===== src/design/trilinear_vector_field_lookup_top_assert.svh =====
// Assertion macros for the trilinear lookup block
`ifndef TRILINEAR_VECTOR_FIELD_LOOKUP_TOP_ASSERT_SVH
`define TRILINEAR_VECTOR_FIELD_LOOKUP_TOP_ASSERT_SVH

`ifndef SYNTH
// same-cycle implication
`define TVFL_ASSERT_IMP(label, clk, rstn, ante, cons) \
  label: assert property (@(posedge clk) disable iff (!rstn) (ante) |-> (cons)) \
    else $error("assertion failed");
// next-cycle implication
`define TVFL_ASSERT_NXT(label, clk, rstn, ante, cons) \
  label: assert property (@(posedge clk) disable iff (!rstn) (ante) |=> (cons)) \
    else $error("assertion failed");
`else
`define TVFL_ASSERT_IMP(label, clk, rstn, ante, cons)
`define TVFL_ASSERT_NXT(label, clk, rstn, ante, cons)
`endif

`endif


===== src/design/tvfl_pkg.sv =====
`default_nettype none
package tvfl_pkg;

  // lattice size per axis
  localparam int POINTS_X = 32;
  localparam int POINTS_Y = 32;
  localparam int POINTS_Z = 32;

  localparam int FW = 24;   // field value width
  localparam int WW = 17;   // weight width, 1..65536
  localparam int UW = 49;   // grid coordinate width
  localparam int QDEPTH = 4;
  localparam int QAW = $clog2(QDEPTH);
  localparam int QCW = $clog2(QDEPTH + 1);

  localparam logic [UW-1:0] LIM_X = UW'(POINTS_X - 1) << 16;
  localparam logic [UW-1:0] LIM_Y = UW'(POINTS_Y - 1) << 16;
  localparam logic [UW-1:0] LIM_Z = UW'(POINTS_Z - 1) << 16;

  typedef enum logic {
    OP_LOAD  = 1'b0,
    OP_QUERY = 1'b1
  } op_e;

  typedef enum logic [2:0] {
    REG_ORIGIN_X = 3'd0,
    REG_ORIGIN_Y = 3'd1,
    REG_ORIGIN_Z = 3'd2,
    REG_INV_X    = 3'd3,
    REG_INV_Y    = 3'd4,
    REG_INV_Z    = 3'd5
  } reg_idx_e;

  // one classified transaction between front and back
  typedef struct packed {
    op_e                   op;
    logic                  in_range;
    logic [4:0]            ci;
    logic [4:0]            cj;
    logic [4:0]            ck;
    logic [WW-1:0]         wx;
    logic [WW-1:0]         wy;
    logic [WW-1:0]         wz;
    logic signed [FW-1:0]  fx;
    logic signed [FW-1:0]  fy;
    logic signed [FW-1:0]  fz;
  } item_t;

  typedef struct packed {
    logic [QCW-1:0] count;
    logic           empty;
  } qstat_t;

  // a + floor(w * (b - a) / 65536)
  function automatic logic signed [FW-1:0] lerp(input logic signed [FW-1:0] a,
                                                input logic signed [FW-1:0] b,
                                                input logic [WW-1:0] w);
    logic signed [FW:0]       diff;
    logic signed [FW+WW+1:0]  prod;
    logic signed [FW+WW+1:0]  sum;
    diff = (FW+1)'(b) - (FW+1)'(a);
    prod = (FW+WW+2)'(diff) * $signed({1'b0, w});
    sum  = (prod >>> 16) + (FW+WW+2)'(a);
    return sum[FW-1:0];
  endfunction

endpackage
`default_nettype wire


===== src/design/tvfl_fifo.sv =====
`default_nettype none
module tvfl_fifo (
  input  wire logic            clk_i,
  input  wire logic            rst_ni,
  input  wire logic            push_i,
  input  tvfl_pkg::item_t      item_i,
  input  wire logic            pop_i,
  output tvfl_pkg::item_t      item_o,
  output tvfl_pkg::qstat_t     stat_o
);
  import tvfl_pkg::*;

  item_t          mem_q [QDEPTH];
  logic [QAW-1:0] wp_q, rp_q;
  logic [QCW-1:0] cnt_q;

  // pointers and fill count
  always_ff @(posedge clk_i or negedge rst_ni) begin
    if (!rst_ni) begin
      wp_q  <= '0;
      rp_q  <= '0;
      cnt_q <= '0;
    end else begin
      if (push_i) wp_q <= wp_q + QAW'(1);
      if (pop_i)  rp_q <= rp_q + QAW'(1);
      cnt_q <= cnt_q + QCW'(push_i) - QCW'(pop_i);
    end
  end

  // entry storage
  always_ff @(posedge clk_i) begin
    if (push_i) mem_q[wp_q] <= item_i;
  end

  assign item_o       = mem_q[rp_q];
  assign stat_o.count = cnt_q;
  assign stat_o.empty = (cnt_q == '0);

endmodule
`default_nettype wire


===== config.mk =====
export PLATFORM = sky130hd
export DESIGN_NAME = tvfl_fifo
export DESIGN_NICKNAME = d
export VERILOG_FILES = /design/src/design/trilinear_vector_field_lookup_top_assert.svh /design/src/design/tvfl_pkg.sv /design/src/design/tvfl_fifo.sv
export SDC_FILE = /design/constraint.sdc
export NUM_CORES = 1
export LEC_CHECK = 0
export BUFFER_PORTS_ARGS = -buffer_cell sky130_fd_sc_hd__buf_2
export CORE_ASPECT_RATIO = 1.75
export CORE_UTILIZATION = 30
export CTS_CLUSTER_SIZE = 30
export DETAILED_ROUTE_END_ITERATION = 8
export MAX_ROUTING_LAYER = met4
export PLACE_DENSITY = 0.48
export SKIP_CTS_REPAIR_TIMING = 1
export SYNTH_ARGS = -nofsm -noshare
export SYNTH_HDL_FRONTEND = slang
export SYNTH_SLANG_ARGS = --single-unit

===== constraint.sdc =====
create_clock -name clk_i -period 12.7 [get_ports clk_i]
set_input_delay 3.175 -clock clk_i [delete_from_list [all_inputs] [get_ports clk_i]]
set_output_delay 3.175 -clock clk_i [all_outputs]
set_load 0.03 [all_outputs]

==> reports/results.tsv, run 1 <==
stage	metric	value	unit
finish	P&R area growth vs syn	19.6	%
outcome	outcome	finished clean	
cts	H-tree Lvls	2	
sta	Achievable Freq	153	MHz
placement	placed insts	1929	
routing	Antenna Violating Nets Remaining	0	
power_and_ir_drop	Gate power share	0.334	
global_routing	vias in the first global route	10300	
die	chip width	200	um
sta	Final Hold Viols	0	
setup_path	Setup crit end kind	output pin	
setup_path	WP data required	9.52	ns
global_routing	initial antenna violation count	9	
sta	final setup fails	0	
sta	worst setup margin	6.16	ns
setup_path	Arrival @ worst endpoint	3.37	ns
global_routing	first-pass GRT wire length	64.4	mm
power_and_ir_drop	pwr/cell area	247	mW/mm^2
die	Die Height	348	um
finish	Layout Nets	1238	
setup_path	r2r setup slk	9.96	ns
power_and_ir_drop	worst vdd ir	0.183	mV
setup_path	Slowest-stage cell, CP	dfrtp_4	
die	die area	0.0697	mm^2
sta	post-route minimum period	6.54	ns
logic_synthesis	YS warnings	0	
global_routing	GR Util All Layers	0.131	
setup_path	CP Launch Type	flip-flop	
setup_path	CP endpoint	item_o[128]	
power_and_ir_drop	Psw	2130	uW
setup_path	CP startpoint	rp_q[0]$_DFFE_PN0P_	
logic_synthesis	dominant cells by area after synthesis	edfxtp_1 82%, mux4_2 15%, dfrtp_1 0.85%	
placement	post-place setup slack	6.70	ns
power_and_ir_drop	Sw Ratio	0.350	
finish	Core Util, Final	0.364	
finish	Layout Cells excl Fill	2030	
setup_path	R2R depth	5	
power_and_ir_drop	LEAKAGE	0.00819	uW
power_and_ir_drop	Pint	3950	uW
routing	Pre-antenna DRT Iters	5	
logic_synthesis	Synth Net Count	916	
sta	Final period util	0.515	
setup_path	r2r startpoint	wp_q[0]$_DFFE_PN0P_	
setup_path	RR Endpoint	mem_q[2][104]$_DFFE_PP_	
logic_synthesis	top-area cell type share of the netlist area	0.818	
routing	Iter 0 DRT Violations	318	
routing	Vias	9092	
run	max-cap violation count	0	
finish	most frequent cells in the layout	560 x edfxtp_1, 287 x buf_2, 140 x mux4_2	
finish	most common library cell in the layout ignoring fill and taps	edfxtp_1	
sta	slew at the pin closest to its max-slew limit	1.22	ns
worst_hold_path	Worst Hold Class	reg2reg	
global_routing	pin count of the biggest net entering global routing	109	
sta	RSZ-0062 raised after global routing	false	
sta	Worst Skew	0.0164	ns
logic_synthesis	#FFs+latches synth	567	
cts	CTS Sinks	567	
cts	clock root cell	clkbuf_16	
cts	Worst-Skew Late Latency	0.60	ns
placement	port bufs	287	
logic_synthesis	asr flop ratio synth	0.0123	
finish	share of layout cells above drive strength 1	0.457	
power_and_ir_drop	Sequential Power Share	0.427	
global_routing	GRT overflow	0	
cts	CTS tree	done	
die	io pins	288	
routing	vias per cell	4.48	
cts	CTS Buf Count	52	
sta	slew margin rel.	0.186	
setup_path	Worst path max stage delay	0.92	ns
sta	pins over their slew limit	0	
cts	Clock transition at path regs	0.06	ns
sta	Fin Setup TNS	0	ns
logic_synthesis	mapped cell area	0.0206	mm^2
die	Initial Utilization	0.304	
logic_synthesis	leading area contributor after synthesis	edfxtp_1	
logic_synthesis	cell count after synthesis	765	
power_and_ir_drop	Clk pwr share	0.239	
logic_synthesis	Post-Syn Area per Cell	26.9	um^2
logic_synthesis	ys flop type	edfxtp_1	
setup_path	CP Class	reg2out	
setup_path	crit-path cells	buf_12, mux4_2, buf_2	
routing	Wirelength per Cell	21.6	um
setup_path	Crit Path Max Fanout	108	
cts	Clock Tree Buf Depth	3	
logic_synthesis	sequential share of the synthesized area	0.826	
placement	Final GP Congestion	0.686	
routing	residual DRC count	0	
routing	Post-Route WL	43.8	mm
die	core box area	0.0676	mm^2
placement	hpwl dp	25.4	mm
logic_synthesis	Post-synth EDFFs	560	
logic_synthesis	Distinct cells, synth	16	
die	row cnt	126	
==> state kept, by name, indices dropped and copies added (netlist names) <==
signal,flops
wp_q,2
cnt_q,3
mem_q,560
rp_q,2
==> power groups by stage <==
stage               logic, uW  registers, uW  clock network (uW)
CTS                      2100           2610                1510
finish                   2030           2590                1450
detailed placement       2100           2650                   0
global placement         2100           2630                   0
floorplan                1540           2590                   0
global route             2170           2630                1560
==> kinds of logic (layout without fill, tap and decap cells) <==
| family | after synthesis | in the layout | share of synthesized area |
|---|---|---|---|
| adders and majority gates | 7 | 7 | 0.00462 |
| other | 0 | 8 | 0 |
| and+or+nand+nor | 7 | 7 | 0.00182 |
| AOI/OAI and AO/OA | 1 | 1 | 0.000243 |
| xor gates and xnor gates | 5 | 5 | 0.00213 |
| muxes | 140 | 140 | 0.153 |
| DFF | 567 | 567 | 0.826 |
| buffers and inverters | 38 | 399 | 0.0118 |
==> critical path: cells and delay by family, from the launching register on <==
kind / cells / cell delay, ns
buffers and inverters: 2 / 0.75
DFF: 1 / 0.92
muxes: 1 / 0.64
==> final cells by class <==
class | instances | area [um^2]
Fill cell | 6241 | 43000
Sequential cell | 567 | 17000
Multi-Input combinational cell | 160 | 3340
Timing Repair Buffer | 300 | 1550
Clock buffer | 64 | 1370
Tap cell | 896 | 1120
Clock inverter | 29 | 173
Inverter | 6 | 22.5
Antenna cell | 8 | 20.0
==> routing by layer <==
metal | GRT usage | wire length, um | vias to the layer above
met2 | 0.227 | 23000 | 250
met4 | 0.0481 | 1310 | 0
met1 | 0.139 | 16400 | 4807
met5 | - | 0 | -
met3 | 0.0413 | 3020 | 69
li1 | - | - | 3966
==> metrics by stage <==
stage          area (um^2)  power [uW]  hold slack (ns)
2_1_floorplan        20600        4130            0.494
3_3_place_gp         23000        4730            0.516
3_5_place_dp         23000        4740            0.526
4_1_cts              24600        6220            0.536
5_1_grt              24600        6370            0.565
6_report             24600        6070            0.525
==> cell usage after synthesis, types with 2 or more instances <==
library cell / n
nand2_1: 2
dfrtp_1: 7
xor2_1: 2
clkbuf_1: 4
and2_1: 4
buf_2: 17
mux4_2: 140
ha_1: 6
xnor2_1: 3
edfxtp_1: 560
inv_1: 6
buf_6: 10
==> worst min path at each step <==
stage,start,endpoint,slack [ns],depth (start not counted)
floorplan,wp_q[0]$_DFFE_PN0P_,wp_q[0]$_DFFE_PN0P_,0.49,1
global placement,wp_q[0]$_DFFE_PN0P_,wp_q[0]$_DFFE_PN0P_,0.52,1
detailed placement,wp_q[0]$_DFFE_PN0P_,wp_q[0]$_DFFE_PN0P_,0.53,1
finish,wp_q[0]$_DFFE_PN0P_,wp_q[0]$_DFFE_PN0P_,0.53,1
global route,wp_q[0]$_DFFE_PN0P_,wp_q[0]$_DFFE_PN0P_,0.57,1
CTS,wp_q[0]$_DFFE_PN0P_,wp_q[0]$_DFFE_PN0P_,0.54,1
Note: power is estimated with default switching activity, not from simulation.
==> run 2: changes to the inputs <==
Settings changed: PLACE_DENSITY 0.48 to 0.5.
Clock period 12.7 ns to 5.66 ns, I/O delays scaled along.
==> run 2 against run 1 <==
  * Flip-flop and latch count did not move
  * Sequential share of layout area fell by 1.1 points
  * Clock power rose by 150%
  * Register-to-register slack got worse by 6.6 ns
  * Combinational power rose by 130%
  * Total power rose by 130%
  * Clock skew rose by 0.0081 ns
  * Largest cell class unchanged
  * Worst hold slack improved by 0.019 ns
==> reports/results.tsv, run 2 (synthesis results as in run 1) <==
stage	metric	value	unit	change
finish	share of layout cells above drive strength 1	0.464		+0.00701
routing	vias per cell	4.43		-1.0%
run	max-cap violation count	0		unchanged
cts	Clock Tree Buf Depth	3		unchanged
setup_path	CP Class	reg2out		
global_routing	GR Util All Layers	0.133		+0.00154
finish	Regs by FF count	mem_q: 560 flops, cnt_q: 3 flops		
power_and_ir_drop	LEAKAGE	0.00835	uW	+2.0%
finish	Layout Cells excl Fill	2048		+0.89%
die	io pins	288		unchanged
finish	Fillers	6160		-1.3%
setup_path	CP top delay family	flip-flops		
setup_path	Setup crit end kind	output pin		
global_routing	GRT overflow	0		unchanged
sta	pins over their slew limit	0		unchanged
placement	Final GP Congestion	0.697		+1.7%
worst_hold_path	Worst Hold Class	reg2reg		
sta	slew at the pin closest to its max-slew limit	0.904	ns	-0.317 ns
die	core box area	0.0676	mm^2	unchanged
sta	Final Hold Viols	0		unchanged
routing	DR WL met3	3.00	mm	-0.60%
die	chip width	200	um	unchanged
sta	final setup fails	0		unchanged
finish	Reg with most FFs	mem_q		
global_routing	initial antenna violation count	14		+5
routing	Iter 0 DRT Violations	365		+15%
sta	Achievable Freq	237	MHz	
power_and_ir_drop	worst vdd ir	0.273	mV	+49%
routing	residual DRC count	0		unchanged
cts	CTS Buf Count	53		+1.9%
cts	CTS Sinks	567		unchanged
power_and_ir_drop	Sw Ratio	0.344		-0.00622
setup_path	Worst path max stage delay	0.90	ns	-0.02 ns
global_routing	first-pass GRT wire length	65.1	mm	+1.2%
global_routing	vias in the first global route	10300		unchanged
routing	highest metal used	met4		
die	die area	0.0697	mm^2	unchanged
placement	port bufs	287		unchanged
routing	Antenna Violating Nets Remaining	0		unchanged
setup_path	WP data required	4.24	ns	-5.28 ns
routing	Post-Route WL	43.9	mm	+0.34%
power_and_ir_drop	Clk pwr share	0.256		+0.017
worst_hold_path	WHS Endpoint	wp_q[0]$_DFFE_PN0P_		
placement	hpwl dp	26.3	mm	+3.5%
finish	Layout Nets	1243		+0.40%
setup_path	CP Launch Type	flip-flop		
cts	clock root cell	clkbuf_16		
setup_path	R2R depth	4		-1
sta	slew margin rel.	0.397		+0.211
setup_path	crit-path cells	buf_4, mux4_2, buf_2		
routing	Wirelength per Cell	21.5	um	-0.54%
die	Initial Utilization	0.304		unchanged
placement	cell area after placement	0.0232	mm^2	+0.67%
finish	most common library cell in the layout ignoring fill and taps	edfxtp_1		
die	row cnt	126		unchanged
routing	Vias	9079		-0.14%
finish	Finished Cell Area	0.0250	mm^2	+1.6%
power_and_ir_drop	Sequential Power Share	0.412		-0.015
cts	Worst-Skew Late Latency	0.61	ns	about the same
power_and_ir_drop	Psw	4840	uW	+130%
outcome	outcome	finished clean		
sta	Worst Skew	0.0245	ns	+0.00810 ns
finish	FF/Latch Area	0.0170	mm^2	unchanged
sta	RSZ-0062 raised after global routing	false		
finish	max reg flops	560		unchanged
cts	H-tree Lvls	2		unchanged
routing	M1 WL	16.4	mm	-0.19%
power_and_ir_drop	Gate power share	0.332		-0.002
placement	placed insts	1933		+0.21%
global_routing	pin count of the biggest net entering global routing	53		-51%
setup_path	r2r startpoint	wp_q[1]$_DFFE_PN0P_		
setup_path	number of buffers and inverters on the critical path	2		unchanged
setup_path	Arrival @ worst endpoint	2.80	ns	-0.57 ns
sta	post-route minimum period	4.22	ns	
setup_path	Slowest-stage cell, CP	dfrtp_4		
finish	P&R area growth vs syn	21.4	%	
worst_hold_path	Hold Crit Depth	1		unchanged
worst_hold_path	hold wc startpoint	wp_q[0]$_DFFE_PN0P_		
routing	met2 wire len	23.3	mm	+1.4%
setup_path	RR Endpoint	mem_q[1][136]$_DFFE_PP_		
sta	Final period util	0.745		
setup_path	Crit Path Max Fanout	33		-69%
cts	CTS tree	done		
setup_path	r2r setup slk	3.34	ns	-6.62 ns
routing	Pre-antenna DRT Iters	6		+1
finish	most frequent cells in the layout	560 x edfxtp_1, 287 x buf_2, 140 x mux4_2		
power_and_ir_drop	pwr/cell area	563	mW/mm^2	+130%
die	Die Height	348	um	unchanged
sta	Fin Setup TNS	0	ns	unchanged
power_and_ir_drop	Pint	9220	uW	+130%
cts	Clock transition at path regs	0.06	ns	about the same
finish	multi-input logic area	0.00334	mm^2	unchanged
run 2: cell types whose count changed in the layout (fill, tap and decap cells not counted):
cell and delta:
buf_12 +10, buf_4 -6, bufinv_16 +5, clkbuf_1 -1, clkbuf_16 +2, clkinv_1 -1, clkinv_2 +1, clkinv_4 +2
clkinvlp_4 -2, diode_2 +7, inv_8 +1
run 2: worst max path at each step:
stage | startpoint | depth (start not counted) | endpoint | slack (ns)
floorplan | push_i | 1 | mem_q[0][0]$_DFFE_PP_ | 0.53
global placement | rp_q[0]$_DFFE_PN0P_ | 3 | item_o[64] | 1.94
detailed placement | rp_q[0]$_DFFE_PN0P_ | 3 | item_o[68] | 1.94
CTS | rp_q[0]$_DFFE_PN0P_ | 3 | item_o[68] | 1.25
global route | rp_q[0]$_DFFE_PN0P_ | 3 | item_o[0] | 1.20
finish | rp_q[0]$_DFFE_PN0P_ | 3 | item_o[0] | 1.44
run 2: metal layers:
layer	vias to the layer above	track usage
li1	3998	-
met2	241	0.232
met4	0	0.0531
met5	-	-
met1	4773	0.138
met3	67	0.0404
run 2: cell type report:
class,count,area share
antenna,15,0.00150
tap,896,0.0449
timing repair buffer,304,0.0681
clock inverter,35,0.0135
clock buffer,65,0.0566
sequential,567,0.681
multi-input combinational,160,0.134
inverter,6,0.000902
run 2: power groups by stage:
stage          clock [uW]  combinational [uW]  sequential [uW]
2_1_floorplan           0                3470             5810
3_3_place_gp            0                4840             5860
3_5_place_dp            0                4830             5910
4_1_cts              3740                4850             5820
5_1_grt              3860                5010             5880
6_report             3590                4670             5790
run 2: worst register-to-register path, stage by stage (launching register included):
cell     delay (ns)
dfrtp_1        0.41
inv_1          0.11
ha_1           0.15
and2_4         0.72
buf_4          0.55
run 2: metrics by stage:
step           worst slack, ns  power, uW  hold slack (ns)   util
2_1_floorplan            0.529       9280            0.494      -
3_3_place_gp              1.94      10700            0.524  0.343
3_5_place_dp              1.94      10700            0.540  0.343
4_1_cts                   1.25      14400            0.547  0.369
5_1_grt                   1.20      14700            0.567  0.369
6_report                  1.44      14100            0.544  0.369
==> run 3: changes to the inputs <==
Clock period 5.66 ns to 3.4 ns, I/O delays scaled along.
==> run 3 against run 2 <==
  * Core utilization shrank 0.072 points
  * Worst hold slack lost 0.46 ns
  * Clock skew fell by 0.0073 ns
  * Highest routed layer unchanged
==> reports/results.tsv, run 3 (synthesis results as in run 1) <==
stage	metric	value	unit	change
cts	clock root cell	clkbuf_16		
global_routing	GRT overflow	0		unchanged
sta	slew margin rel.	0.526		+0.128
placement	hpwl dp	25.5	mm	-3.0%
finish	Fillers	6215		+0.89%
die	chip width	200	um	unchanged
setup_path	WP data required	2.55	ns	-1.69 ns
setup_path	R2R depth	4		unchanged
routing	Pre-antenna DRT Iters	4		-2
sta	slew at the pin closest to its max-slew limit	0.712	ns	-0.193 ns
cts	CTS Sinks	567		unchanged
power_and_ir_drop	Psw	7950	uW	+64%
finish	most common library cell in the layout ignoring fill and taps	edfxtp_1		
routing	vias per cell	4.48		+1.2%
finish	most frequent cells in the layout	560 x edfxtp_1, 287 x buf_2, 140 x mux4_2		
cts	H-tree Lvls	2		unchanged
setup_path	CP Class	reg2out		
finish	Regs by FF count	mem_q: 560 flops, cnt_q: 3 flops		
power_and_ir_drop	worst vdd ir	0.525	mV	+92%
sta	RSZ-0062 raised after global routing	false		
power_and_ir_drop	Sequential Power Share	0.408		-0.004
die	io pins	288		unchanged
power_and_ir_drop	Clk pwr share	0.245		-0.011
setup_path	CP Launch Type	flip-flop		
routing	residual DRC count	0		unchanged
power_and_ir_drop	Sw Ratio	0.343		-0.000556
finish	P&R area growth vs syn	21.2	%	
sta	Final Hold Viols	0		unchanged
sta	Fin Setup TNS	0	ns	unchanged
finish	Layout Nets	1245		+0.16%
finish	Core Util, Final	0.369		-0.000722
sta	Worst Skew	0.0172	ns	-0.00726 ns
finish	max reg flops	560		unchanged
power_and_ir_drop	Pint	15200	uW	+65%
sta	post-route minimum period	3.21	ns	
cts	Clock Tree Buf Depth	3		unchanged
sta	pins over their slew limit	0		unchanged
run	max-cap violation count	0		unchanged
setup_path	Crit Path Max Fanout	18		-45%
placement	port bufs	287		unchanged
setup_path	Arrival @ worst endpoint	2.36	ns	-0.44 ns
global_routing	first-pass GRT wire length	62.8	mm	-3.6%
placement	Final GP Congestion	0.667		-4.4%
routing	Post-Route WL	42.4	mm	-3.4%
sta	Final period util	0.944		
die	core box area	0.0676	mm^2	unchanged
setup_path	Setup crit end kind	output pin		
cts	Worst-Skew Late Latency	0.59	ns	-0.02 ns
routing	Iter 0 DRT Violations	315		-14%
cts	CTS Buf Count	52		-1.9%
finish	share of layout cells above drive strength 1	0.470		+0.00558
cts	Clock transition at path regs	0.07	ns	about the same
power_and_ir_drop	pwr/cell area	928	mW/mm^2	+65%
placement	cell area after placement	0.0232	mm^2	+0.26%
power_and_ir_drop	LEAKAGE	0.00833	uW	-0.33%
die	Initial Utilization	0.304		unchanged
global_routing	pin count of the biggest net entering global routing	97		+83%
cts	CTS tree	done		
sta	final setup fails	0		unchanged
die	Die Height	348	um	unchanged
finish	Reg with most FFs	mem_q		
finish	Finished Cell Area	0.0249	mm^2	-0.20%
power_and_ir_drop	Gate power share	0.347		+0.015
outcome	outcome	finished clean		
routing	Wirelength per Cell	20.9	um	-2.8%
global_routing	initial antenna violation count	10		-4
die	die area	0.0697	mm^2	unchanged
global_routing	GR Util All Layers	0.127		-0.00553
global_routing	vias in the first global route	10100		-1.4%
routing	Antenna Violating Nets Remaining	0		unchanged
die	row cnt	126		unchanged
sta	Achievable Freq	311	MHz	
worst_hold_path	Worst Hold Class	in2async		
routing	Vias	9126		+0.52%
## run 3: layout make-up
cell class              instances  area (um^2)  area share
clock buffers                  64         1420      0.0569
repair buffers                307         1760      0.0707
diodes                          7         17.5    0.000703
multi-input cells             160         3340       0.134
clock inverters                28          245     0.00984
well taps                     896         1120      0.0450
inverters                       6         22.5    0.000903
flip-flops and latches        567        17000       0.682
## run 3: path summary, 6_finish.rpt
| path | startpoint | endpoint | slack (ns) |
|---|---|---|---|
| max | rp_q[0]$_DFFE_PN0P_ | item_o[49] | 0.19 |
| min | rst_ni | cnt_q[2]$_DFF_PN0_ | 0.08 |
| max reg2reg | wp_q[0]$_DFFE_PN0P_ | mem_q[0][106]$_DFFE_PP_ | 1.60 |
| min reg2reg | wp_q[0]$_DFFE_PN0P_ | wp_q[0]$_DFFE_PN0P_ | 0.55 |
| max in group asynchronous | rst_ni | rp_q[0]$_DFFE_PN0P_ | 3.12 |
| min in group clk_i | item_i[10] | mem_q[1][10]$_DFFE_PP_ | 0.47 |
## run 3: worst max-delay path: stages (launching register included)
cell	delay, ns
dfrtp_4	0.59
buf_4	0.40
mux4_2	0.56
buf_2	0.19
## run 3: per-layer routing
metal / GRT usage / routed length [um] / up-vias / share of wire
li1: - / - / 3989 / -
met1: 0.139 / 16400 / 4810 / 0.39
met2: 0.219 / 22100 / 257 / 0.52
met3: 0.0344 / 2690 / 70 / 0.063
met4: 0.0477 / 1230 / 0 / 0.029
met5: - / 0 / - / 0
## run 3: power groups by stage
stage               clock [uW]  combinational (uW)  sequential [uW]
CTS                       5890                8300             9470
floorplan                    0                5770             9560
detailed placement           0                8280             9620
global route              6070                8600             9560
finish                    5680                8020             9450
global placement             0                8300             9550
## run 3: per-stage QoR
step / hold WS (ns) / setup slack, ns / std cells / power, uW
floorplan: 0.494 / 0.372 / 765 / 15300
global placement: 0.537 / 0.725 / 1936 / 17900
detailed placement: 0.538 / 0.718 / 1936 / 17900
CTS: 0.0329 / 0.0450 / 2028 / 23700
global route: 0.0576 / 0.00529 / 2035 / 24200
finish: 0.0817 / 0.189 / 2035 / 23100
